## src/sv/hdt_pkg.sv

```systemverilog
package hdt_pkg;

   // Table geometry
   localparam int SLOT_COUNT  = 256;
   localparam int SLOT_W      = $clog2(SLOT_COUNT);
   localparam int CNT_W       = SLOT_W + 1;
   localparam int GEN_WIDTH   = 16;
   localparam int GROUP_W     = 16;
   localparam int GROUP_BIT_W = $clog2(GROUP_W);
   localparam int GROUP_COUNT = SLOT_COUNT / GROUP_W;
   localparam int GROUP_IDX_W = $clog2(GROUP_COUNT);

   typedef logic [1:0] req_code_type;
   typedef logic [1:0] status_type;

   // Request codes
   localparam req_code_type REQ_ADD    = 2'd0;
   localparam req_code_type REQ_REMOVE = 2'd1;
   localparam req_code_type REQ_LOOKUP = 2'd2;

   // Status codes
   localparam status_type ST_OK      = 2'd0;
   localparam status_type ST_INVALID = 2'd1;
   localparam status_type ST_FULL    = 2'd2;

   // Result of the lowest-set-bit finder
   typedef struct packed {
      logic                   found;
      logic [GROUP_BIT_W-1:0] index;
   } prio_type;

endpackage

```

## src/sv/hdt_prio.sv

```systemverilog
// Lowest-set-bit finder over one group; shared by both search levels
module hdt_prio import hdt_pkg::*; (
   input  logic [GROUP_W-1:0] bits,
   output prio_type           result
);

   always_comb begin
      result = '0;
      for (int i = GROUP_W - 1; i >= 0; i--) begin
         if (bits[i]) begin
            result.found = 1'b1;
            result.index = GROUP_BIT_W'(i);
         end
      end
   end

endmodule

```

## config.mk

```make
export PLATFORM = sky130hd
export DESIGN_NAME = hdt_prio
export DESIGN_NICKNAME = d
export VERILOG_FILES = /design/src/sv/hdt_pkg.sv /design/src/sv/hdt_prio.sv
export SDC_FILE = /design/constraint.sdc
export NUM_CORES = 1
export LEC_CHECK = 0
export BUFFER_PORTS_ARGS = -buffer_cell sky130_fd_sc_hd__buf_2
export CORE_AREA = 4 4 41 43
export DETAILED_ROUTE_END_ITERATION = 10
export DIE_AREA = 0 0 45 47
export SETUP_SLACK_MARGIN = 0.5
export SYNTH_ARGS = -nofsm -noshare
export SYNTH_HDL_FRONTEND = slang
export SYNTH_SLANG_ARGS = --single-unit
```

## constraint.sdc

```tcl
create_clock -name vclk -period 1.8
set_clock_uncertainty 0.1 [all_clocks]
set_input_delay 0.18 -clock vclk [all_inputs]
set_output_delay 0.18 -clock vclk [all_outputs]
set_load 0.1 [all_outputs]
```

Yosys cells after proc, flatten, opt, wreduce, memory -nomap -nowiden
Cells that the tools add are included.
Word-level totals
  flip-flop bits (word level): 0
  bits of input ports: 16
  output and inout port bits: 5
  word-level logic and storage cells: 16
Operators by class
  multiplexer cells: 16
Operators with widths (count)
  5-bit 2-to-1 mux: 16

Logic depth before layout (Yosys ltp)
  word-level depth: 16
  gate-level depth with buffers: 4
  mapped depth without buffers: 4

Worst setup path before layout
OpenSTA, ideal clock, no wires.
  kind: input-to-output
  start point: input bits[13]
  end point: output result[1] (netlist bit)
  arrival: 2.137 ns
  data required time: 1.520 ns
  slack: -0.617 ns
  stages: 3
  path buffers: 0
  cell sequence: o31ai_1 > nand2_1 > a31oi_1
RTL lines
  start, declared: line hdt_prio.sv:3  | input logic [GROUP_W-1:0] bits,
  end, declared: line hdt_prio.sv:4  | output prio_type result

==> results.cfg <==
[status]
status = finished clean

[grt]
grt_usage_pct = 7.00
gr-total-overflow = 0
grt_pass1_vias = 304
antenna_found_initial = 0
grt_start_max_net_pins = 5
grt_pass1_wl_um = 1170

[timing]
min_period_ns = 1.48
setup_viol = 0
tns_ns = 0
fin_crit_sh_pct = 82.5
relSlewSlack_pct = 82.8
tightest_slew_ns = 0.257
rsz0062_at_grt = true
final-max-slew-violation-count = 0
timing_hold_violations_final = 0
fmax_mhz = 674

[setup_path]
crit_family = simple AND/OR/NAND/NOR gates
cp-end-kind = output pin
worstSetupStartpointType = input pin
worstPathArrival_ns = 1.20
cpPeakStageDelay_ns = 0.35
crit_fanout = 2
crit_slowest_cell = or3_4
path_buf_inv = 2
crit_chain = buf_8, nor4_4, nand3_2, or3_4, buf_12
crit_type = input pin to output pin
cp.required_ns = 1.52

[die]
start_util_pct = 13.5
fp.dieW_um = 45
rows = 13
ioPinCount = 21
core-area_um2 = 1300
dieHeight_um = 47
die_area_um2 = 2120

[final_layout]
finalInstanceArea_um2 = 552
layout_commonest_cell = buf_2
layout_common_cells = buf_2, nor2_1, nand2_1, buf_12, buf_4
final_layout_size_suffix_gt1_share_pct = 63.3
fin_nets = 78
flops_and_latches = 0
antenna-diode-count = 0
area_delta_synth_final_pct = 215
clkbuf_count = 0
finalNonFillerCells = 75
regArea_um2 = 0

[pwr]
power_density_nw_per_um2 = 235
p_leak_nw = 0.223
irDropWorstVdd_mv = 0.0791

[synthesis]
synth_nets = 50
synth_area_um2 = 175
synth_cells = 34
yosysSeqAreaShare_pct = 0
synth_cell_types = 16
yosys_warnings = 0
avgSynthCellArea_um2 = 5.15

[place]
dp_hpwl_um = 658
gp_congestion = 0.711
dp_cells = 73
place_area_um2 = 454
port_buffers = 21

[routing]
ant_nets = 0
drt_iter0_markers = 0
drc_errors = 0
post_drt_via_cell_ratio = 4.47
wl_per_cell_um = 9.73
wl_um = 730
wl_met2_um = 371
vias = 335
dr.pass1.iters = 1
met3_length_um = 69
wl_met1_um = 289
top_layer = met3

[flow_run]
drv_cap = 0

[clock_tree]
postCtsHoldBufs = 0

[min_path]
hold_class = input pin to output pin
-- through the flow --
| step | utilization, % | hold slack, ns | power [mW] | setup slack (ns) |
|---|---|---|---|---|
| 4_1_cts | 42.2 | 0.621 | 0.130 | 0.314 |
| 2_1_floorplan | - | 0.454 | 0.0589 | 0.332 |
| 3_3_place_gp | 34.9 | 0.619 | 0.112 | 0.157 |
| 5_1_grt | 42.4 | 0.635 | 0.137 | 0.288 |
| 6_report | 42.4 | 0.618 | 0.130 | 0.316 |
| 3_5_place_dp | 34.9 | 0.619 | 0.113 | 0.141 |
-- tightest hold or removal path, cell delays in order --
cell and delay [ns]:
buf_2 0.12, o22ai_4 0.07, buf_12 0.16
-- worst paths after layout --
path | slack [ns] | to | cells after the start | from
min | 0.62 | result[0] | 3 | bits[0]
max | 0.32 | result[4] | 5 | bits[7]
-- routing by layer --
layer / track usage, % / vias up
li1: - / 177
met1: 8.99 / 145
met2: 13.0 / 13
met3: 1.15 / 0
met4: 0 / 0
met5: 0 / -
-- report_power, final --
part           switching [mW]  internal, mW  total, mW
Clock                       0             0          0
Sequential                  0             0          0
Combinational          0.0714        0.0582      0.130
-- kinds of logic (layout without fill, tap and decap cells) --
group	after synthesis	after routing	synth area share, %
and+or+nand+nor	21	21	58.6
buffers and inverters	3	29	6.43
AOI/OAI and AO/OA	10	10	35.0
-- synthesized netlist by cell type --
library cell / n / share of area (%)
a21oi_1: 3 / 8.6
o22ai_1: 1 / 3.6
nand3_1: 2 / 5.7
o31ai_1: 1 / 4.3
nand2_1: 5 / 11
nor2_1: 8 / 17
or3_1: 1 / 3.6
and3_1: 1 / 3.6
o311a_1: 1 / 5.7
nor4_2: 1 / 7.1
nor3_1: 1 / 2.9
inv_1: 3 / 6.4
nor4_1: 1 / 3.6
o21ai_0: 2 / 5.7
or2b_1: 1 / 4.3
a31oi_1: 2 / 7.1
-- layout make-up --
class | count | area [um^2]
Inverter | 3 | 11.3
Timing Repair Buffer | 26 | 263
Multi-Input combinational cell | 31 | 259
Tap cell | 15 | 18.8
Fill cell | 141 | 749
-- repair_timing --
action / 4_1_cts / 5_1_grt
pin swaps: 7 / 0
endpoints found under the setup margin: 5 / 5
buffers inserted: 2 / 0
gates resized for setup: 23 / 1
Note: power is estimated with default switching activity, not from simulation.
