[src/sv/hdt_ram.sv]
// Simple dual-port RAM: one write port, one read port with registered data
module hdt_ram #(
   parameter int WIDTH = 8,
   parameter int DEPTH = 256
) (
   input  logic                     clock,
   input  logic                     we,
   input  logic [$clog2(DEPTH)-1:0] waddr,
   input  logic [WIDTH-1:0]         wdata,
   input  logic                     re,
   input  logic [$clog2(DEPTH)-1:0] raddr,
   output logic [WIDTH-1:0]         rdata
);

   logic [WIDTH-1:0] mem_ff [DEPTH];
   logic [WIDTH-1:0] rdata_ff;

   always_ff @(posedge clock) begin
      if (we) begin
         mem_ff[waddr] <= wdata;
      end
      if (re) begin
         rdata_ff <= mem_ff[raddr];
      end
   end

   assign rdata = rdata_ff;

endmodule

[config.mk]
export PLATFORM = sky130hd
export DESIGN_NAME = hdt_ram
export DESIGN_NICKNAME = d
export VERILOG_FILES = /design/src/sv/hdt_ram.sv
export SDC_FILE = /design/constraint.sdc
export NUM_CORES = 2
export LEC_CHECK = 0
export BUFFER_PORTS_ARGS = -buffer_cell sky130_fd_sc_hd__buf_2
export CORE_UTILIZATION = 25
export CTS_CLUSTER_SIZE = 14
export DETAILED_ROUTE_END_ITERATION = 10
export RECOVER_POWER = 100
export SLEW_MARGIN = 10
export SYNTH_ARGS = -nofsm -noshare
export SYNTH_HDL_FRONTEND = slang
export SYNTH_SLANG_ARGS = --single-unit
[constraint.sdc]
create_clock -name clock -period 5.2 [get_ports clock]
set_input_delay 0.26 -clock clock [delete_from_list [all_inputs] [get_ports clock]]
set_output_delay 0.26 -clock clock [all_outputs]
set_load 0.005 [all_outputs]
# Word level (Yosys, flattened, before mapping)
# Memories as Yosys holds them, arrays and structs flattened. A register that Yosys moved wholly into a read port is not among the register bits.
# Cells that the tools add are included.
[classes] mux=2
[ops] operator="two-way mux 1 bit" count=2
[word_totals] input_bits=27 mem_bits_rw=2048 reg_bits=0 mem_count=1 output_inout_bits=8 wordCells=3
[mem_list] name="mem_ff" depth=256 width=8 rd=1 rd_clocked_by_memory_dff=1 write_ports=1 line_no="15" source="logic [WIDTH-1:0] mem_ff [DEPTH];"

# Depth between registers and ports, before layout
[logic_depth] word_depth=2 depth_mapped=11 mapped_depth_nobuf=6

# Worst setup path before layout
# OpenSTA, ideal clock, no wires.
[synth_timing] path_kind="input port to flip-flop" startpoint="input raddr[0]" endpoint="register rdata_ff[2], in the netlist rdata[2] (read register of mem_ff), data pin" stages=9 t_arrival_ps=2067 n_path_buf=4 path_slack_ps=2864 required_time_ps=4931 setup_ps=269 cell_sequence="buf_6 > buf_12 > buf_8 > buf_2 > mux4_2 > a22oi_1 > a21oi_1 > nor4_1 > nor4_2"
[synth_rtl] item="start: declaration" line_no="11" source="input logic [$clog2(DEPTH)-1:0] raddr,"
[synth_rtl] item="end: declaration" line_no="16" source="logic [WIDTH-1:0] rdata_ff;"

# Worst setup path after layout
[layout_timing] startpoint="input wdata[6]" endpoint="memory mem_ff[127][6], data pin"
[layout_rtl] item="start: declaration" line_no="9" source="input logic [WIDTH-1:0] wdata,"
[layout_rtl] item="end: declaration" line_no="15"
# Straight into the memory's write port.

==> results.cfg <==
[placement]
dp_slack_ps = 1070
post-place-cells = 7792
io_buffers = 34
hpwl_mm = 123
gp_congestion = 0.821

[sta]
drv_slew = 1251
slew_headroom_pct = -142
period_share_pct = 77.2
hold_violations = 0
clock.fmax_ghz = 0.249
setup_tns_ps = 0
finalWorstSetupSlack_ps = 1180
finalSetupViolCount = 0
rsz0062_at_grt = false
clock_skew_ps = 39.6
post-route-min-period_ps = 4020
worst_pin_slew_ps = 3620

[finish]
drive_above_1_share_pct = 21.5
area_growth_pct = 14.2
nets = 3870
fin_cells = 8177

[synthesis]
ys_warn_count = 0
synth_nets = 3760
synth_flop_cell = edfxtp_1
yosysSeqAreaShare_pct = 77.5
ys_types = 54
synth_edf_count = 2056
ys_seq_elements = 2056
netlist_area_um2 = 79600
synth_commonest_cells = 2056 x edfxtp_1, 454 x mux4_2, 282 x nor2_1
synth.area.top_cells = edfxtp_1 78%, mux4_2 13%, mux2i_1 1.7%
async_flop_share_pct = 0
yosysTopAreaCell = edfxtp_1
synth.most_common_cell = edfxtp_1
yosysTopAreaCellShare_pct = 77.5
syn_area_per_cell_um2 = 21.3
syn_inst = 3733

[grt]
grt_pass1_vias = 38800
grt_pass1_wl_mm = 288
antenna_found_initial = 18
grt_overflow = 0
grt_max_degree = 198
grt.total_usage_pct = 12.2

[drt]
viasPerCell = 4.72
wl_per_cell_um = 24.7
drt_iter0_drc = 4239
ant_nets = 0
totalWireLength_mm = 202
vias = 38600
drc_errors = 0
drt_first_pass_iters = 5

[critical_path]
path_class = in2reg
end_kind = flip-flop
crit_required_ps = 5320
cpPeakStageDelay_ps = 2590
worst-endpoint-arrival_ps = 4130
crit_chain = dlygate4sd3_1 > buf_8 > clkbuf_1
cp_max_fo = 110
critPathLaunchType = primary input
slowest_stage = clkbuf_1

[clocking]
clk_latency_ps = 850
clock-sinks = 2056
cts-resized-gates = 0
cts_made_buffers = 202
cts-root-buf = clkbuf_16
cts_tree = built
htreeDepth = 4
clkTransAtPathRegs_ps = 70
ctsLongestPathBuffers = 3

[run_status]
violations = max-capacitance violations, max-slew violations
status = finished, violations left

[floorplan]
coreArea_um2 = 316000
die_w_um = 566
pin_count = 35
rows = 206
dieArea_um2 = 321000
start_util_pct = 25.2
dieHeight_um = 566

[worst_hold_path]
hold_class = in2reg

[pwr]
p_total_w = 0.0341
pwr_density_cell_nw_per_um2 = 375
irDropWorstVdd_mv = 0.353
p_leak_nw = 27.0

[flow_run]
maxCapViolCount = 28
-- routing by layer --
metal	track usage, %	vias to the layer above	part of all wire [%]
met5	0	-	0.0064
met4	3.38	2	2.5
met3	2.27	309	7.1
met2	20.3	1500	49
met1	16.4	20900	42
li1	-	16000	-
-- through the flow --
stage          hold slack, ps  utilization, %  area, um^2
6_report                  204            28.8       91000
5_1_grt                   203            28.8       90900
4_1_cts                  62.0            28.8       91100
3_5_place_dp              695            26.8       84600
3_3_place_gp              692            26.8       84600
2_1_floorplan             359               -       79600
-- cell families after synthesis --
logic type,share of synthesized area [%]
compound gates,3.42
buf+inv,1.83
flops,77.5
mux,14.6
simple gates,2.63
-- placed cells by master, fill, tap and decap left out, types with 5 or more instances in the layout --
cell | synthesis | routed
a211oi_1 | 16 | 16
a21oi_1 | 96 | 96
a221oi_1 | 13 | 13
a22o_1 | 8 | 8
a22oi_1 | 133 | 133
and2_1 | 6 | 6
buf_12 | 8 | 13
buf_2 | 31 | 10
buf_4 | 27 | 63
bufinv_16 | 0 | 15
clkbuf_1 | 111 | 64
clkbuf_16 | 0 | 202
clkbuf_2 | 0 | 12
clkinv_1 | 1 | 54
clkinv_2 | 0 | 45
clkinv_8 | 0 | 5
clkinvlp_4 | 0 | 6
diode_2 | 0 | 5
dlygate4sd3_1 | 0 | 7
edfxtp_1 | 2056 | 2056
mux2i_1 | 134 | 134
mux4_2 | 454 | 454
nand2_1 | 33 | 33
nand2b_1 | 8 | 8
nand3_1 | 34 | 34
nand4_1 | 10 | 10
nor2_1 | 282 | 279
nor2b_1 | 31 | 28
nor3_1 | 22 | 22
nor4_1 | 24 | 22
nor4_2 | 3 | 5
o211ai_1 | 10 | 10
o21ai_0 | 10 | 10
o221ai_1 | 46 | 46
o22a_1 | 5 | 5
o22ai_1 | 28 | 28
-- final timing paths --
| check | from | end | slack (ps) | cells after the start |
|---|---|---|---|---|
| setup / recovery | wdata[6] | mem_ff[127][6] | 1180 | 3 |
| setup reg to reg | mem_ff[31][7] | rdata[7] | 2360 | 6 |
| hold / removal | waddr[3] | mem_ff[204][2] | 200 | 3 |
| hold reg to reg | mem_ff[198][7] | rdata[7] | 1190 | 5 |
-- flip-flops by register name (all words and copies together), names as in the netlist --
signal  flops
mem_ff   2048
rdata       8
-- timing repair --
item	CTS	global route
setup buffers	0	0
endpoints found under the hold margin	303	0
hold buffers	7	0
-- report_power, final --
| group | internal [W] | switching (W) |
|---|---|---|
| Clock | 0.00791 | 0.00628 |
| Sequential | 0.0183 | 0.0000340 |
| Combinational | 0.000533 | 0.00108 |
-- critical path: cells and delay by family --
family   cells  cell delay, ps
buf+inv      3            3630
-- cell type report --
| class | count | area [um^2] |
|---|---|---|
| Clock inverter | 137 | 1240 |
| Fill cell | 30700 | 225000 |
| Inverter | 2 | 7.51 |
| Antenna cell | 5 | 12.5 |
| Sequential cell | 2056 | 61700 |
| Timing Repair Buffer | 139 | 1090 |
| Multi-Input combinational cell | 1442 | 16500 |
| Clock buffer | 236 | 5180 |
| Tap cell | 4160 | 5200 |
Note: power is estimated with default switching activity, not from simulation.
